**config.mk**
```make
export PLATFORM = sky130hd
export DESIGN_NAME = build_file_tokenizer_flat
export DESIGN_NICKNAME = d
export VERILOG_FILES = /design/src/rtl/btok_pkg.sv /design/src/rtl/btok_if.sv /design/src/rtl/btok_front.sv /design/src/rtl/btok_queue.sv /design/src/rtl/btok_back.sv /design/src/rtl/build_file_tokenizer.sv /design/src/flat_wrapper.sv
export SDC_FILE = /design/constraint.sdc
export NUM_CORES = 1
export LEC_CHECK = 0
export ABC_AREA = 1
export BUFFER_PORTS_ARGS = -buffer_cell sky130_fd_sc_hd__clkbuf_2
export CORE_MARGIN = 2
export CORE_UTILIZATION = 33
export DETAILED_ROUTE_END_ITERATION = 10
export GPL_ROUTABILITY_DRIVEN = 0
export RECOVER_POWER = 25
export SETUP_SLACK_MARGIN = 0.02
export SYNTH_ARGS = -nofsm -noshare
export SYNTH_HDL_FRONTEND = slang
export SYNTH_SLANG_ARGS = --single-unit
```
**constraint.sdc**
```tcl
create_clock -name clk -period 4.3 [get_ports clk]
set_clock_uncertainty 0.1 [all_clocks]
set_input_delay 0.215 -clock clk [delete_from_list [all_inputs] [get_ports clk]]
set_output_delay 0.215 -clock clk [all_outputs]
set_load 0.02 [all_outputs]
```
**src/rtl/btok_pkg.sv**
```systemverilog
`timescale 1ns / 1ps
package btok_pkg;

  localparam logic [3:0] KIND_COLON      = 4'd0;
  localparam logic [3:0] KIND_EQUALS     = 4'd1;
  localparam logic [3:0] KIND_NEWLINE    = 4'd2;
  localparam logic [3:0] KIND_DOLLAR     = 4'd3;
  localparam logic [3:0] KIND_COMMENT    = 4'd4;
  localparam logic [3:0] KIND_RULE       = 4'd5;
  localparam logic [3:0] KIND_BUILD      = 4'd6;
  localparam logic [3:0] KIND_DEFAULT    = 4'd7;
  localparam logic [3:0] KIND_COMMAND    = 4'd8;
  localparam logic [3:0] KIND_FLAG       = 4'd9;
  localparam logic [3:0] KIND_PATH       = 4'd10;
  localparam logic [3:0] KIND_IDENTIFIER = 4'd11;
  localparam logic [3:0] KIND_INVALID    = 4'd12;
  localparam logic [3:0] KIND_END        = 4'd13;

  localparam logic [1:0] KW_RULE    = 2'd0;
  localparam logic [1:0] KW_BUILD   = 2'd1;
  localparam logic [1:0] KW_DEFAULT = 2'd2;
  localparam logic [1:0] KW_COMMAND = 2'd3;
  localparam int KW_COUNT = 4;

  localparam int QUEUE_DEPTH = 4;
  localparam int QPTR_BITS   = 2;
  localparam int QCNT_BITS   = 3;

  typedef struct packed {
    logic [3:0]  kind;
    logic [15:0] start;
    logic [15:0] length;
  } tok_t;

  // tokens caused by one byte, t0 first; t1 used only when two is set
  typedef struct packed {
    logic two;
    tok_t t0;
    tok_t t1;
  } pair_t;

  function automatic logic [2:0] kw_len(input logic [1:0] k);
    logic [2:0] n;
    unique case (k)
      KW_RULE:    n = 3'd4;
      KW_BUILD:   n = 3'd5;
      KW_DEFAULT: n = 3'd7;
      KW_COMMAND: n = 3'd7;
    endcase
    return n;
  endfunction

  function automatic logic [7:0] kw_char(input logic [1:0] k, input logic [2:0] p);
    logic [63:0] txt;
    unique case (k)
      KW_RULE:    txt = {"rule", 32'h0};
      KW_BUILD:   txt = {"build", 24'h0};
      KW_DEFAULT: txt = {"default", 8'h0};
      KW_COMMAND: txt = {"command", 8'h0};
    endcase
    return txt[(7 - int'(p)) * 8 +: 8];
  endfunction

endpackage

```
**src/rtl/btok_if.sv**
```systemverilog
`timescale 1ns / 1ps
interface btok_in_if;
  logic       valid;
  logic       ready;
  logic [7:0] char_byte;
  logic       final_byte;

  modport source (output valid, output char_byte, output final_byte, input ready);
  modport sink (input valid, input char_byte, input final_byte, output ready);
endinterface

interface btok_out_if;
  logic        valid;
  logic        ready;
  logic [3:0]  token_kind;
  logic [15:0] token_start;
  logic [15:0] token_length;
  logic        last_of_run;

  modport source (output valid, output token_kind, output token_start,
                  output token_length, output last_of_run, input ready);
  modport sink (input valid, input token_kind, input token_start,
                input token_length, input last_of_run, output ready);
endinterface

```
**src/rtl/btok_front.sv**
```systemverilog
`timescale 1ns / 1ps
module btok_front import btok_pkg::*; #(
  parameter int OFFSET_BITS = 16
) (
  input  logic       clk,
  input  logic       rst,
  btok_in_if.sink    in_ch,
  input  logic       full,
  output logic       push,
  output pair_t      push_data
);

  localparam logic [1:0] MODE_IDLE    = 2'd0;
  localparam logic [1:0] MODE_WORD    = 2'd1;
  localparam logic [1:0] MODE_COMMENT = 2'd2;

  localparam logic [OFFSET_BITS-1:0] OFF_MAX = '1;
  localparam logic [OFFSET_BITS-1:0] ONE     = OFFSET_BITS'(1);

  localparam logic [7:0] CH_SPACE  = 8'h20;
  localparam logic [7:0] CH_TAB    = 8'h09;
  localparam logic [7:0] CH_CR     = 8'h0D;
  localparam logic [7:0] CH_LF     = 8'h0A;
  localparam logic [7:0] CH_COLON  = 8'h3A;
  localparam logic [7:0] CH_EQUALS = 8'h3D;
  localparam logic [7:0] CH_DOLLAR = 8'h24;
  localparam logic [7:0] CH_HASH   = 8'h23;
  localparam logic [7:0] CH_UNDER  = 8'h5F;
  localparam logic [7:0] CH_DOT    = 8'h2E;
  localparam logic [7:0] CH_DASH   = 8'h2D;
  localparam logic [7:0] CH_PLUS   = 8'h2B;

  logic [1:0]             mode, mode_next;
  logic [OFFSET_BITS-1:0] off;
  logic [OFFSET_BITS-1:0] wstart, wstart_next;
  logic [3:0]             kmask, kmask_next;
  logic                   has_dot, dot_next;
  logic                   starts_dash, dash_next;

  logic [7:0]             c;
  logic                   fin;
  logic                   fire;
  logic [OFFSET_BITS-1:0] off_end;
  logic [OFFSET_BITS-1:0] len_close;
  logic [OFFSET_BITS-1:0] len_fin;
  logic [3:0]             ext_mask;
  logic [3:0]             open_mask;
  logic                   dot_ext;
  logic                   idle_go;
  logic                   a_v, b_v;
  tok_t                   a_tok, b_tok;

  function automatic logic is_word_first(input logic [7:0] ch);
    return (ch >= 8'h61 && ch <= 8'h7A) || (ch >= 8'h41 && ch <= 8'h5A) ||
           ch == CH_UNDER || ch == CH_DOT || ch == CH_DASH;
  endfunction

  function automatic logic is_word_more(input logic [7:0] ch);
    return is_word_first(ch) || (ch >= 8'h30 && ch <= 8'h39) || ch == CH_PLUS;
  endfunction

  function automatic logic [15:0] sat16(input logic [OFFSET_BITS-1:0] v);
    logic [OFFSET_BITS+15:0] w;
    w = {16'h0, v};
    if (w > (OFFSET_BITS+16)'(16'hFFFF)) return 16'hFFFF;
    return w[15:0];
  endfunction

  function automatic tok_t mk_tok(input logic [3:0] kind,
                                  input logic [OFFSET_BITS-1:0] start,
                                  input logic [OFFSET_BITS-1:0] length);
    tok_t t;
    t.kind   = kind;
    t.start  = sat16(start);
    t.length = sat16(length);
    return t;
  endfunction

  function automatic logic [3:0] word_kind(input logic [3:0] m,
                                           input logic [OFFSET_BITS-1:0] length,
                                           input logic dash, input logic dot);
    logic [3:0] kind;
    if (dash) kind = KIND_FLAG;
    else if (dot) kind = KIND_PATH;
    else kind = KIND_IDENTIFIER;
    for (int k = KW_COUNT - 1; k >= 0; k--) begin
      if (m[k] && length == OFFSET_BITS'(kw_len(2'(k)))) kind = KIND_RULE + 4'(k);
    end
    return kind;
  endfunction

  assign c     = in_ch.char_byte;
  assign fin   = in_ch.final_byte;
  assign in_ch.ready = !full;
  assign fire  = in_ch.valid && in_ch.ready;

  assign off_end   = (off == OFF_MAX) ? OFF_MAX : off + ONE;
  assign len_close = off - wstart;
  assign len_fin   = off_end - wstart;
  assign dot_ext   = has_dot || (c == CH_DOT);

  always_comb begin
    for (int k = 0; k < KW_COUNT; k++) begin
      ext_mask[k] = kmask[k] && (off != OFF_MAX) &&
                    (len_close < OFFSET_BITS'(kw_len(2'(k)))) &&
                    (c == kw_char(2'(k), len_close[2:0]));
      open_mask[k] = (c == kw_char(2'(k), 3'd0));
    end
  end

  always_comb begin
    a_v         = 1'b0;
    b_v         = 1'b0;
    a_tok       = '0;
    b_tok       = '0;
    mode_next   = mode;
    wstart_next = wstart;
    kmask_next  = kmask;
    dot_next    = has_dot;
    dash_next   = starts_dash;
    idle_go     = 1'b1;

    unique case (mode)
      MODE_WORD: begin
        if (is_word_more(c)) begin
          kmask_next = ext_mask;
          dot_next   = dot_ext;
          idle_go    = 1'b0;
          if (fin) begin
            a_v   = 1'b1;
            a_tok = mk_tok(word_kind(ext_mask, len_fin, starts_dash, dot_ext),
                           wstart, len_fin);
          end
        end else begin
          a_v       = 1'b1;
          a_tok     = mk_tok(word_kind(kmask, len_close, starts_dash, has_dot),
                             wstart, len_close);
          mode_next = MODE_IDLE;
        end
      end
      MODE_COMMENT: begin
        if (c != CH_LF) begin
          idle_go = 1'b0;
          if (fin) begin
            a_v   = 1'b1;
            a_tok = mk_tok(KIND_COMMENT, wstart, len_fin);
          end
        end else begin
          a_v       = 1'b1;
          a_tok     = mk_tok(KIND_COMMENT, wstart, len_close);
          mode_next = MODE_IDLE;
        end
      end
      default: begin
        mode_next = MODE_IDLE;
      end
    endcase

    if (idle_go) begin
      priority if (c == CH_SPACE || c == CH_TAB || c == CH_CR) begin
        if (fin) begin
          b_v   = 1'b1;
          b_tok = mk_tok(KIND_END, off_end, '0);
        end
      end else if (c == CH_COLON) begin
        b_v   = 1'b1;
        b_tok = mk_tok(KIND_COLON, off, ONE);
      end else if (c == CH_EQUALS) begin
        b_v   = 1'b1;
        b_tok = mk_tok(KIND_EQUALS, off, ONE);
      end else if (c == CH_LF) begin
        b_v   = 1'b1;
        b_tok = mk_tok(KIND_NEWLINE, off, ONE);
      end else if (c == CH_DOLLAR) begin
        b_v   = 1'b1;
        b_tok = mk_tok(KIND_DOLLAR, off, ONE);
      end else if (c == CH_HASH) begin
        wstart_next = off;
        if (fin) begin
          b_v   = 1'b1;
          b_tok = mk_tok(KIND_COMMENT, off, ONE);
        end else begin
          mode_next = MODE_COMMENT;
        end
      end else if (is_word_first(c)) begin
        kmask_next  = open_mask;
        wstart_next = off;
        dot_next    = (c == CH_DOT);
        dash_next   = (c == CH_DASH);
        if (fin) begin
          b_v   = 1'b1;
          b_tok = mk_tok(word_kind(open_mask, ONE, c == CH_DASH, c == CH_DOT), off, ONE);
        end else begin
          mode_next = MODE_WORD;
        end
      end else begin
        b_v   = 1'b1;
        b_tok = mk_tok(KIND_INVALID, off, ONE);
      end
    end
  end

  assign push           = fire && (a_v || b_v);
  assign push_data.two  = a_v && b_v;
  assign push_data.t0   = a_v ? a_tok : b_tok;
  assign push_data.t1   = b_tok;

  always_ff @(posedge clk) begin
    if (rst) begin
      mode        <= MODE_IDLE;
      off         <= '0;
      wstart      <= '0;
      kmask       <= '0;
      has_dot     <= 1'b0;
      starts_dash <= 1'b0;
    end else if (fire) begin
      if (fin) begin
        mode        <= MODE_IDLE;
        off         <= '0;
        wstart      <= '0;
        kmask       <= '0;
        has_dot     <= 1'b0;
        starts_dash <= 1'b0;
      end else begin
        mode        <= mode_next;
        off         <= off_end;
        wstart      <= wstart_next;
        kmask       <= kmask_next;
        has_dot     <= dot_next;
        starts_dash <= dash_next;
      end
    end
  end

endmodule

```
**src/rtl/btok_queue.sv**
```systemverilog
`timescale 1ns / 1ps
module btok_queue import btok_pkg::*; (
  input  logic  clk,
  input  logic  rst,
  input  logic  push,
  input  pair_t push_data,
  output logic  full,
  input  logic  pop,
  output pair_t pop_data,
  output logic  empty
);

  pair_t                mem [QUEUE_DEPTH];
  logic [QPTR_BITS-1:0] wr_ptr;
  logic [QPTR_BITS-1:0] rd_ptr;
  logic [QCNT_BITS-1:0] count;

  assign full     = (count == QCNT_BITS'(QUEUE_DEPTH));
  assign empty    = (count == '0);
  assign pop_data = mem[rd_ptr];

  always_ff @(posedge clk) begin
    if (push) begin
      mem[wr_ptr] <= push_data;
    end
  end

  always_ff @(posedge clk) begin
    if (rst) begin
      wr_ptr <= '0;
      rd_ptr <= '0;
      count  <= '0;
    end else begin
      if (push) wr_ptr <= wr_ptr + QPTR_BITS'(1);
      if (pop) rd_ptr <= rd_ptr + QPTR_BITS'(1);
      if (push && !pop) count <= count + QCNT_BITS'(1);
      else if (pop && !push) count <= count - QCNT_BITS'(1);
    end
  end

endmodule

```
**src/rtl/btok_back.sv**
```systemverilog
`timescale 1ns / 1ps
module btok_back import btok_pkg::*; (
  input  logic       clk,
  input  logic       rst,
  input  logic       empty,
  input  pair_t      pop_data,
  output logic       pop,
  btok_out_if.source out_ch
);

  logic valid;
  tok_t cur;
  logic last;
  logic pend;
  tok_t spare;
  logic load;

  assign load = !valid || out_ch.ready;
  assign pop  = load && !pend && !empty;

  assign out_ch.valid        = valid;
  assign out_ch.token_kind   = cur.kind;
  assign out_ch.token_start  = cur.start;
  assign out_ch.token_length = cur.length;
  assign out_ch.last_of_run  = last;

  always_ff @(posedge clk) begin
    if (rst) begin
      valid <= 1'b0;
      pend  <= 1'b0;
    end else if (load) begin
      if (pend) begin
        cur   <= spare;
        last  <= 1'b1;
        valid <= 1'b1;
        pend  <= 1'b0;
      end else if (!empty) begin
        cur   <= pop_data.t0;
        last  <= !pop_data.two;
        pend  <= pop_data.two;
        spare <= pop_data.t1;
        valid <= 1'b1;
      end else begin
        valid <= 1'b0;
      end
    end
  end

endmodule

```
**src/rtl/build_file_tokenizer.sv**
```systemverilog
`timescale 1ns / 1ps
// build-file tokenizer
// in_ch carries one source byte per transaction (char_byte, final_byte marks
// the last byte of a source); out_ch carries one token per transaction
// (token_kind, token_start, token_length, last_of_run).
// a byte is classified in the cycle it is accepted; a byte that gives tokens
// writes them (one or two) as one entry into a four-entry queue.
// the output stage drains the queue one token per cycle while out_ch is ready;
// a token goes from the queue into the output register, then waits for ready.
// throughput: one byte per cycle while out_ch is ready and bytes give at most
// one token each; a byte that gives two tokens (a word or comment closed by a
// token byte) needs two output transfers, and the queue absorbs the extra one.
// in_ch.ready drops only while the queue is full, i.e. when the receiver
// stalls out_ch long enough for four entries to collect.
// after final_byte the scanner returns to offset 0 for the next source.
// reset (rst, synchronous) empties the queue and the output stage and
// returns the scanner to its idle state at offset 0.
module build_file_tokenizer import btok_pkg::*; #(
  parameter int OFFSET_BITS = 16
) (
  input  logic       clk,
  input  logic       rst,
  btok_in_if.sink    in_ch,
  btok_out_if.source out_ch
);

  logic  push;
  pair_t push_data;
  logic  full;
  logic  pop;
  pair_t pop_data;
  logic  empty;

  btok_front #(
    .OFFSET_BITS(OFFSET_BITS)
  ) u_front (
    .clk       (clk),
    .rst       (rst),
    .in_ch     (in_ch),
    .full      (full),
    .push      (push),
    .push_data (push_data)
  );

  btok_queue u_queue (
    .clk       (clk),
    .rst       (rst),
    .push      (push),
    .push_data (push_data),
    .full      (full),
    .pop       (pop),
    .pop_data  (pop_data),
    .empty     (empty)
  );

  btok_back u_back (
    .clk      (clk),
    .rst      (rst),
    .empty    (empty),
    .pop_data (pop_data),
    .pop      (pop),
    .out_ch   (out_ch)
  );

endmodule
```
**src/flat_wrapper.sv**
```systemverilog
// flat-port wrapper written by rule: the top's interface ports become plain ports
module build_file_tokenizer_flat import btok_pkg::*;
#(
  parameter int OFFSET_BITS = 16
)
  (clk, rst, in_ch_valid, in_ch_char_byte, in_ch_final_byte, in_ch_ready, out_ch_valid, out_ch_token_kind, out_ch_token_start, out_ch_token_length, out_ch_last_of_run, out_ch_ready);
  btok_in_if in_ch_i ();
  btok_out_if out_ch_i ();
  input  logic clk;
  input  logic rst;
  input wire logic [$bits(in_ch_i.valid)-1:0] in_ch_valid;
  input wire logic [$bits(in_ch_i.char_byte)-1:0] in_ch_char_byte;
  input wire logic [$bits(in_ch_i.final_byte)-1:0] in_ch_final_byte;
  output wire logic [$bits(in_ch_i.ready)-1:0] in_ch_ready;
  output wire logic [$bits(out_ch_i.valid)-1:0] out_ch_valid;
  output wire logic [$bits(out_ch_i.token_kind)-1:0] out_ch_token_kind;
  output wire logic [$bits(out_ch_i.token_start)-1:0] out_ch_token_start;
  output wire logic [$bits(out_ch_i.token_length)-1:0] out_ch_token_length;
  output wire logic [$bits(out_ch_i.last_of_run)-1:0] out_ch_last_of_run;
  input wire logic [$bits(out_ch_i.ready)-1:0] out_ch_ready;
  assign in_ch_i.valid = in_ch_valid;
  assign in_ch_i.char_byte = in_ch_char_byte;
  assign in_ch_i.final_byte = in_ch_final_byte;
  assign in_ch_ready = in_ch_i.ready;
  assign out_ch_valid = out_ch_i.valid;
  assign out_ch_token_kind = out_ch_i.token_kind;
  assign out_ch_token_start = out_ch_i.token_start;
  assign out_ch_token_length = out_ch_i.token_length;
  assign out_ch_last_of_run = out_ch_i.last_of_run;
  assign out_ch_i.ready = out_ch_ready;
  build_file_tokenizer #(.OFFSET_BITS(OFFSET_BITS)) u_core (.clk(clk), .rst(rst), .in_ch(in_ch_i), .out_ch(out_ch_i));
endmodule
```
Yosys cells after proc, flatten, opt, wreduce, memory -nomap -nowiden:

Memories as Yosys holds them, arrays and structs flattened. A register that Yosys moved wholly into a read port is not among the register bits.
Cells that the tools add are included.

* add/subtract/negate cells: 8
* $lt $le $gt $ge: 9
* eq/ne operators: 42
* shifts and indexed selects: 4
* multiplexer cells: 156
* bitwise gates (word level): 3
* reduce and logical (&&, ||, !) cells: 61

Operators with widths (count)
* $mux 36: 16
* $shiftx 64x7->8 const A: 4
* $mux 16: 11
* $mux 3: 41
* $eq 16x3->1: 6
* $mux 4: 23
* $pmux 36 s2: 1
* $mux 35: 2
* $eq 8x6->1 const B: 8
* $lt 16x3->1 const B: 3
* $mux 1: 43
* $eq 8x7->1 const B: 5
* $logic_and 1x1->1: 34
* $eq 8x8->1: 4
* $mux 2: 16
* $sub 16x16->16: 2
* $eq 8x4->1 const B: 3
* $add 16x1->16 const B: 1
* $eq 16x16->1 const B: 1
* $ge 8x7->1 const B: 2
* $le 8x7->1 const B: 2
* $ne 16x16->1 const B: 1
* $ne 2x2->1 const B: 6
* $logic_or 1x1->1: 11
* other kinds (23): 37

* flip-flop bits (word level): 122
* bits in writable memories: 292
* input bits: 13
* output and inout bits: 39
* logic and storage cells: 302
* memories kept: 1

Memory list
* u_core.u_queue.mem: words 4, width 73, rd ports 1, clocked after memory_dff 1, wr ports 1, RTL line btok_queue.sv:13 `pair_t mem [QUEUE_DEPTH];`

Longest topological paths before layout:

Gate-level depths: netlist (run 1).

* depth in word-level cells: 30
* depth in mapped cells: 30
* mapped depth without buffers: 30

By module:

Synthesis (run 1) repeated with hierarchy kept, for this count alone.

* cell total of the unflattened synthesis: 2085
* area total of the unflattened synthesis: 20303.2 um^2

Modules (own cells, without submodules)
* btok_queue: instances 1, cells each 764, area each 11280.8 um^2, seq. area each 8948.6 um^2
* btok_front: instances 1, cells each 1112, area each 6262.3 um^2, seq. area each 800.8 um^2
* btok_back: instances 1, cells each 209, area each 2760.1 um^2, seq. area each 2232.1 um^2

Worst setup path before layout (run 1):

Ideal clock, no wire load.

* path kind: input port to flip-flop
* start: input port in_ch_char_byte[4]
* end: memory u_core.u_queue.mem[0][0] in the netlist's numbering, enable pin
* library setup time: 0.474 ns
* arrival time: 4.044 ns
* required time: 3.726 ns
* slack: -0.318 ns
* cell stages on the path: 16
* path buffers: 1
* cells stage by stage: buf_4 > inv_2 > nand3_1 > nor2_1 > inv_1 > nor2_2 > inv_1 > nor2_1 > inv_2 > nand2_1 > a21oi_1 > nand2_1 > nand2_1 > nand2_1 > nand2_2 > nor2_1

* word-level cells in the longest chain between the ends: 18
* elaborated cells on any way between the ends: 48
* classes of those cells: 6 x order compare; 13 x eq/ne; 16 x mux; 13 x reduce/logical

RTL lines
* start: declaration: RTL line flat_wrapper.sv:12 `input wire logic [$bits(in_ch_i.char_byte)-1:0] in_ch_char_byte;`
* $ge 8x7->1 / $le 8x7->1 (equally long branches): RTL line btok_front.sv:54 `return (ch >= 8'h61 && ch <= 8'h7A) || (ch >= 8'h41 && ch <= 8'h5A) ||`
* $logic_and 1x1->1: RTL line btok_front.sv:54
* $logic_or 1x1->1 (2 in a row): RTL line btok_front.sv:54
* $logic_or 1x1->1 (2 in a row): RTL line btok_front.sv:55 `ch == CH_UNDER || ch == CH_DOT || ch == CH_DASH;`
* $mux 1: RTL line btok_front.sv:185 `end else if (is_word_first(c)) begin`
* $mux 1: RTL line btok_front.sv:177 `end else if (c == CH_HASH) begin`
* $mux 1: RTL line btok_front.sv:174 `end else if (c == CH_DOLLAR) begin`
* $mux 1: RTL line btok_front.sv:171 `end else if (c == CH_LF) begin`
* $mux 1: RTL line btok_front.sv:168 `end else if (c == CH_EQUALS) begin`
* $mux 1: RTL line btok_front.sv:165 `end else if (c == CH_COLON) begin`
* $mux 1: RTL line btok_front.sv:160 `priority if (c == CH_SPACE || c == CH_TAB || c == CH_CR) begin`
* $mux 1: RTL line btok_front.sv:159 `if (idle_go) begin`
* $logic_or 1x1->1 (*): RTL line btok_front.sv:203 `assign push = fire && (a_v || b_v);`
* $logic_and 1x1->1 (*): RTL line btok_front.sv:203
* $mux 1 (*): RTL line btok_queue.sv:23 `if (push) begin`
* $mux 1 (implied by the code) (*): RTL line btok_queue.sv:24 `mem[wr_ptr] <= push_data;`
* end: declaration: RTL line btok_queue.sv:13

Every way passes the cells marked *; elsewhere a longest branch is shown, timed or not.

==> run_results.csv, run 1 <==
group,metric,value,unit
run_status,run_status,"finished, violations left",
run_status,violations_in_the_final_reports,"max-capacitance violations, max-slew violations",
global_routing,grt_pass1_wl,71590,µm
global_routing,grt-ovfl-total,0,
global_routing,grt_antenna_before_repair,0,
pwr,totalPowerFinal,9.765,mW
routing,ant_nets,0,
routing,routed_wl,46000,µm
cts,clock_insertion_delay_worst_skew,530,ps
global_routing,maximum_number_of_pins_on_one_net_before_global_route_repair,73,
cts,clk_pin_slew_worst_paths,70,ps
placement,pre_cts_ws,171.9,ps
synthesis,synth_edf_count,290,
layout,final_cells,2699,
placement,post-place-cells,2636,
synthesis,share_of_synthesized_registers_carrying_an_async_set_or_reset,0,%
layout,synthToLayoutAreaGrowth,12.79,%
layout,post-route-cell-area,19650,µm²
pwr,max-vdd-ir-drop,0.2626,mV
critical_path,crit_path_start_kind,"register",
global_routing,via_count_of_the_first_global_routing_pass,12740,
floorplanning,die_height,233.8,µm
placement,placed_area,18620,µm²
timing,worst_slew_pin_slew,2227,ps
routing,dr.pass1.iters,6,
synthesis,synth-seq-cells,341,
timing,finalHoldViolations,0,
synthesis,synthesis.area,17420,µm²
cts,htree_num_levels,2,
timing,setup_viol_count_final,0,
synthesis,yosysSeqAreaShare,55.85,%
worst_hold_path,min-delay-path-class,"input port to register",
synthesis,ys_dominant_reg_cell,"edfxtp_1",
routing,drtIter0Drc,1204,
floorplanning,initial_utilization,33.29,%
critical_path,type_of_the_worst_setup_path,"register to register",
routing,routedWlPerCell,17.04,µm
layout,final_net_count,2045,
synthesis,library_cells_used_by_synthesis,53,
timing,layout_setup_ws,381.9,ps
cts,number_of_buffers_created_by_cts,34,
layout,antenna-diode-count,0,
placement,port_buffers,51,
routing,drcViolationCount,0,
timing,fmax,255.2,MHz
floorplanning,floorplan.die.width,233.8,µm
floorplanning,die_area,54650,µm²
layout,share_of_post_route_cells_with_drive_strength_above_1,8.205,%
critical_path,cp_data_required_time,4460,ps
cts,tritoncts,"built",
timing,timing.setup.tns,0,ps
layout,layout.cells.most_common_list,"nand2_1 (371), nor2_1 (330), edfxtp_1 (290), inv_1 (196), o21ai_0 (171)",
synthesis,synth.net_count,1992,
routing,num_vias,13670,
timing,grt_setup_unrepaired,"no",
layout,layout.filler_cells,5260,
floorplanning,floorplan.core_area,52340,µm²
floorplanning,placementRows,84,
pwr,p_leak,7.554,nW
critical_path,crit_arrival,4070,ps
routing,via_per_inst,5.065,
timing,layout_min_cycle_time,3918,ps
floorplanning,num_io_pins,52,
cts,clock_sink_count,341,
timing,maxSlewHeadroom,-48.47,%
timing,timing.final.crit_share,91.12,%
timing,drv_slew,103,
placement,detailed_place_hpwl,32020,µm
pwr,power_per_cell_area,497.0,nW/µm²
synthesis,synth_cells,1932,
synthesis,yosysWarningCount,0,
global_routing,global_route.usage.total,16.78,%
cts,cts.path.max_buffers,3,
synthesis,synth_area_per_cell,9.017,µm²
job,drv.max_cap_violation_count,2,
critical_path,crit_fanout,7,
critical_path,worstSetupEndpointType,"register",
cts,cts-root-buf,"clkbuf_16",
layout,mostFrequentLayoutCell,"nand2_1",
-- layer usage --
layer	GRT usage [%]	vias to the layer above	share of wire [%]
met5	0	-	0
met4	5.993	0	3.1
met3	2.250	96	6.7
met2	27.45	494	46
met1	22.80	6452	44
li1	-	6629	-
-- kinds of logic after synthesis --
| family | count (synthesis) | share of synthesized area (%) |
|---|---|---|
| buffers and inverters | 282 | 6.385 |
| adders and majority gates | 47 | 3.505 |
| AOI/OAI and AO/OA | 357 | 11.71 |
| xor gates and xnor gates | 30 | 1.508 |
| DFF | 341 | 55.85 |
| and+or+nand+nor | 875 | 21.05 |
-- final timing paths --
| kind | to | slack [ps] | depth (start not counted) | startpoint |
|---|---|---|---|---|
| setup / recovery | u_core.u_queue.mem[3][69] | 380 | 24 | u_core.u_front.off[1] |
| hold / removal | u_core.u_front.kmask[1] | 110 | 4 | in_ch_char_byte[7] |
| setup reg to reg | u_core.u_queue.mem[3][69] | 380 | 24 | u_core.u_front.off[1] |
| hold reg to reg | register | 370 | 2 | u_core.u_queue.rd_ptr[1] |
-- per-stage QoR --
step           hold WS [ps]  utilization, %
2_1_floorplan         336.2               -
3_3_place_gp          344.3           35.57
3_5_place_dp          356.0           35.57
4_1_cts               80.26           37.70
5_1_grt               140.4           37.54
6_report              106.1           37.54
-- report_power, final --
group | switching [mW] | internal [mW] | total [mW]
combinational | 1.67 | 0.666 | 2.33
clock | 1.24 | 1.71 | 2.95
sequential | 0.274 | 4.21 | 4.48
-- cell type report --
type                            count  area (µm²)  share of cell area [%]
Multi-Input combinational cell   1309        6606                   33.62
Inverter                          213       803.3                   4.088
Tap cell                          688       860.8                   4.381
Timing Repair Buffer               86       530.5                   2.700
Clock buffer                       47       973.4                   4.954
Sequential cell                   341        9741                   49.57
Clock inverter                     15       135.1                  0.6877
-- Yosys cell counts, types with 4 or more instances --
| cell | count | area share (%) |
|---|---|---|
| nand3_1 | 89 | 2.6 |
| nand2_1 | 370 | 8.0 |
| xor2_1 | 22 | 1.1 |
| nand2_2 | 8 | 0.29 |
| nand3b_1 | 7 | 0.30 |
| o21ai_0 | 170 | 4.9 |
| o22ai_1 | 33 | 1.2 |
| edfxtp_1 | 290 | 50 |
| o21ai_1 | 10 | 0.29 |
| dfxtp_1 | 51 | 5.9 |
| nor2_1 | 339 | 7.3 |
| buf_2 | 6 | 0.17 |
| a21oi_1 | 84 | 2.4 |
| o22ai_2 | 6 | 0.43 |
| nand3_4 | 4 | 0.40 |
| inv_1 | 194 | 4.2 |
| nor3_1 | 18 | 0.52 |
| nand4_1 | 20 | 0.72 |
| buf_4 | 4 | 0.17 |
| a31oi_1 | 22 | 0.79 |
| nor2_2 | 5 | 0.18 |
| xnor2_1 | 8 | 0.40 |
| clkbuf_1 | 53 | 1.1 |
| ha_1 | 44 | 3.2 |
| inv_2 | 15 | 0.32 |
| a21oi_2 | 11 | 0.55 |
-- worst max-delay path, stage by stage (launching register included) --
cell and delay (ps):
dfxtp_4 390, ha_2 200, nand3_2 140, nor2_4 160
nand2_1 110, nor2_1 140, nand2_1 110, o21ai_0 160
nor2_1 80, inv_1 100, ha_2 310, inv_1 90
o21bai_1 100, nand3_1 80, nand2_1 70, nor2_1 140
nand3b_1 110, nand2_1 130, nand4_1 160, nor2_2 200
a21oi_1 90, nor2_1 130, nor2_1 50, o21ai_0 180
nand2_1 120
-- sequential cells by signal, summed over array words and instances (netlist names), named ones only --
| signal | cells |
|---|---|
| u_core.u_front.off | 16 |
| u_core.u_front.has_dot | 1 |
| u_core.u_back.out_ch.valid | 1 |
| u_core.u_queue.wr_ptr | 2 |
| u_core.u_back.out_ch.token_length | 16 |
| u_core.u_back.out_ch.token_start | 16 |
| u_core.u_back.out_ch.token_kind | 4 |
| u_core.u_queue.mem | 232 |
| u_core.u_front.mode | 2 |
| u_core.u_back.pend | 1 |
| u_core.u_front.wstart | 16 |
| u_core.u_back.out_ch.last_of_run | 1 |
| u_core.u_front.kmask | 4 |
| u_core.u_back.spare | 21 |
| u_core.u_queue.count | 3 |
| u_core.u_front.starts_dash | 1 |
| u_core.u_queue.rd_ptr | 2 |
-- repair_timing --
item                                    4_1_cts  5_1_grt
buffers inserted                              0        0
hold endpoints to repair                      1        0
hold buffers                                  1        0
resized for setup                             0       24
endpoints found under the setup margin        0       20
Power figures use the tool's default switching activity.
==> run 2: changes to the inputs <==
--- a/config.mk
+++ b/config.mk
@@ -5,7 +5,6 @@
 export SDC_FILE = /design/constraint.sdc
 export NUM_CORES = 1
 export LEC_CHECK = 0
-export ABC_AREA = 1
 export BUFFER_PORTS_ARGS = -buffer_cell sky130_fd_sc_hd__clkbuf_2
 export CORE_MARGIN = 2
 export CORE_UTILIZATION = 33
==> constraint.sdc (replaced) <==
create_clock -name clk -period 3.2 [get_ports clk]
set_clock_uncertainty 0.1 [all_clocks]
set_input_delay 0.16 -clock clk [delete_from_list [all_inputs] [get_ports clk]]
set_output_delay 0.16 -clock clk [all_outputs]
set_load 0.02 [all_outputs]
==> run_results.csv, run 2 <==
group,metric,value,unit
run_status,run_status,"finished, violations left",
run_status,violations_in_the_final_reports,"max-capacitance violations, max-slew violations, negative setup slack",
timing,grt_setup_unrepaired,"yes",
timing,drv_slew,59,
placement,pre_cts_ws,-1030,ps
timing,fin_worst_hold_slack,114.0,ps
synthesis,synth.most_common_cell,"edfxtp_1",
routing,routed_wl,44510,µm
routing,dr.pass1.iters,5,
floorplanning,die_area,53100,µm²
synthesis,synth-seq-cells,341,
worst_hold_path,depth_of_the_worst_hold_timing_path,2,
critical_path,type_of_the_worst_setup_path,"register to register",
synthesis,library_cells_used_by_synthesis,98,
pwr,max-vdd-ir-drop,0.3481,mV
timing,timing.setup.tns,-105320,ps
routing,via_per_inst,5.197,
worst_hold_path,min_delay_worst_endpoint,"u_core.u_queue.count[1]",
pwr,power_per_cell_area,571.8,nW/µm²
cts,htree_num_levels,2,
global_routing,grt-ovfl-total,0,
timing,worst_slew_pin_slew,1692,ps
critical_path,critical_path.max_stage_delay,450,ps
timing,layout_min_cycle_time,4144,ps
synthesis,ys_dominant_reg_cell,"edfxtp_1",
critical_path,crit_path_start_kind,"register",
synthesis,synth.area.top_cells,"edfxtp_1 (51%), mux4_2 (7.7%), dfxtp_1 (6.0%)",
synthesis,synth_commonest_cells,"edfxtp_1 (290), nor2_1 (110), nand2_1 (74)",
worst_hold_path,min-delay-path-class,"input port to register",
synthesis,yosysWarningCount,0,
floorplanning,initial_utilization,33.59,%
timing,layout_setup_ws,-943.8,ps
cts,clock_sink_count,341,
floorplanning,die_height,230.4,µm
worst_hold_path,hold_path_startpoint,"rst",
timing,finalHoldViolations,0,
layout,registers.top_by_ff_count,"u_core.u_queue.mem",
timing,fmax,241.3,MHz
critical_path,worst-r2r-setup-slack,-940,ps
layout,synthToLayoutAreaGrowth,31.04,%
synthesis,synth_cells,1274,
routing,drtIter0Drc,946,
placement,port_buffers,51,
layout,layout.cells.most_common_list,"buf_4 (292), edfxtp_1 (290), nor2_1 (93), nand2_1 (67)",
synthesis,share_of_synthesized_registers_carrying_an_async_set_or_reset,0,%
layout,antenna-diode-count,0,
critical_path,cp_data_required_time,3340,ps
cts,cts-root-buf,"clkbuf_16",
layout,final_net_count,1683,
cts,number_of_buffers_created_by_cts,35,
layout,share_of_post_route_cells_with_drive_strength_above_1,37.66,%
global_routing,grt_pass1_wl,68910,µm
routing,num_vias,12060,
layout,reg_top3,"u_core.u_queue.mem (232), u_core.u_back.spare (21)",
cts,clk_pin_slew_worst_paths,60,ps
cts,clock_insertion_delay_worst_skew,520,ps
floorplanning,num_io_pins,52,
critical_path,worst_path_dominant_cell_family,"simple AND/OR/NAND/NOR gates",
synthesis,synth_edf_count,290,
floorplanning,floorplan.core_area,50380,µm²
layout,layout.filler_cells,4519,
critical_path,critical_path_buf_inv_count,2,
critical_path,end_of_the_worst_register_to_register_path,"u_core.u_queue.mem[2][68]",
critical_path,worstSetupEndpointType,"register",
global_routing,grt_antenna_before_repair,0,
placement,detailed_place_hpwl,31500,µm
synthesis,synthDominantAreaCellType,"edfxtp_1",
routing,routedWlPerCell,19.17,µm
global_routing,global_route.usage.total,16.59,%
critical_path,ff_to_ff_start,"u_core.u_front.off[1]",
synthesis,synthesis.area,16920,µm²
critical_path,cp_slowest_cell,"or3_4",
timing,timing.final.crit_share,129.5,%
layout,largest_register_ff_count,232,
synthesis,synth.net_count,1334,
timing,maxSlewHeadroom,-12.79,%
critical_path,critical_path.cell_chain,"ha_4 -> and4_4 -> nand4_1 -> or3_4 -> buf_8 -> nand2_4 -> ha_4 -> a21o_1 -> or3_4 -> o211a_4 -> o211ai_1 -> buf_4 -> nand4_1 -> nor4b_4 -> nand4_1 -> mux2i_1 -> o211ai_1",
global_routing,maximum_number_of_pins_on_one_net_before_global_route_repair,59,
critical_path,critical-path-top-cell-by-count,"nand4_1",
floorplanning,placementRows,82,
cts,cts.path.max_buffers,3,
timing,setup_viol_count_final,202,
cts,tritoncts,"built",
critical_path,ff2ff_path_depth,17,
synthesis,yosys.area.top_type_share,51.47,%
pwr,totalPowerFinal,12.68,mW
global_routing,via_count_of_the_first_global_routing_pass,12140,
synthesis,synth_area_per_cell,13.28,µm²
pwr,p_leak,8.087,nW
routing,ant_nets,0,
routing,drcViolationCount,0,
critical_path,crit_fanout,6,
synthesis,yosysSeqAreaShare,57.51,%
critical_path,timing.critical_path.from,"u_core.u_front.off[1]",
layout,mostFrequentLayoutCell,"buf_4",
floorplanning,floorplan.die.width,230.4,µm
job,drv.max_cap_violation_count,1,
critical_path,crit_arrival,4280,ps
==> run 2: changes by cell type after synthesis, sizes merged, moves of 26 or more <==
cell / previous run / this run
nand3: 95 / 19
inv: 211 / 38
a22oi: 1 / 27
nor2: 347 / 112
o22ai: 39 / 5
a22o: 0 / 28
a21oi: 96 / 62
mux2: 0 / 37
o21ai: 181 / 37
nand2: 381 / 75
mux4: 0 / 58
==> run 2: area by class of cell <==
cell class | instances | area, µm² | area share (%)
Multi-Input combinational cell | 827 | 7402 | 33.39
Inverter | 38 | 145.1 | 0.6547
Tap cell | 672 | 840.8 | 3.793
Clock inverter | 12 | 163.9 | 0.7393
Sequential cell | 341 | 9742 | 43.94
Clock buffer | 51 | 1008 | 4.549
Timing Repair Buffer | 380 | 2868 | 12.94
==> run 2: logic make-up after synthesis <==
logic type,after synthesis,synth area share (%)
AOI/OAI and AO/OA,266,11.79
and+or+nand+nor,362,11.20
muxes,103,10.66
DFF,341,57.51
adders and majority gates,47,3.609
buffers and inverters,106,2.707
xor gates and xnor gates,49,2.537
==> run 2: stage by stage <==
step | utilization [%] | cells | area, µm²
floorplan | - | 1274 | 17110
global placement | 40.20 | 2222 | 20250
detailed placement | 40.20 | 2222 | 20250
CTS | 43.85 | 2311 | 22090
global route | 44.01 | 2321 | 22170
finish | 44.01 | 2321 | 22170
==> run 2: how the worst max path moves through the flow <==
stage	endpoint	slack [ps]	depth (start not counted)
final	u_core.u_queue.mem[2][68]	-940	17
after global routing	u_core.u_queue.mem[2][68]	-1090	20
after CTS	u_core.u_queue.mem[2][68]	-930	17
after detailed placement	u_core.u_queue.mem[0][71]	-1030	18
after global placement	u_core.u_queue.mem[0][71]	-980	18
after floorplan	u_core.u_queue.mem[0][71]	-840	17
==> run 2: repair_timing <==
| item | in CTS | in global routing |
|---|---|---|
| hold endpoints to repair | 2 | 0 |
| pin swaps | 55 | 43 |
| hold buffers | 1 | 0 |
| cloned | 1 | 0 |
| setup buffers | 31 | 12 |
| gates resized for setup | 100 | 28 |
| setup endpoints to repair | 68 | 81 |
==> run 2: routing by layer <==
layer	up-vias	global-route usage (%)	routed length, µm
li1	5641	-	-
met1	6058	22.71	20120
met2	300	27.12	20890
met3	64	2.841	2391
met4	0	4.718	1110
met5	-	0	0
==> run 2: worst register-to-register path, stage by stage, from the launching register on <==
cell	delay, ps
dfxtp_4	360
ha_4	130
and4_4	200
nand4_1	100
or3_4	450
buf_8	170
nand2_4	60
ha_4	190
a21o_1	170
or3_4	340
o211a_4	270
o211ai_1	260
buf_4	170
nand4_1	150
nor4b_4	230
nand4_1	120
mux2i_1	200
o211ai_1	180
==> run 2: report_power, final <==
group | leakage (nW) | internal [mW] | switching (mW)
combinational | 4.44 | 1.27 | 1.56
clock | 0.572 | 2.51 | 1.63
sequential | 3.08 | 5.54 | 0.164
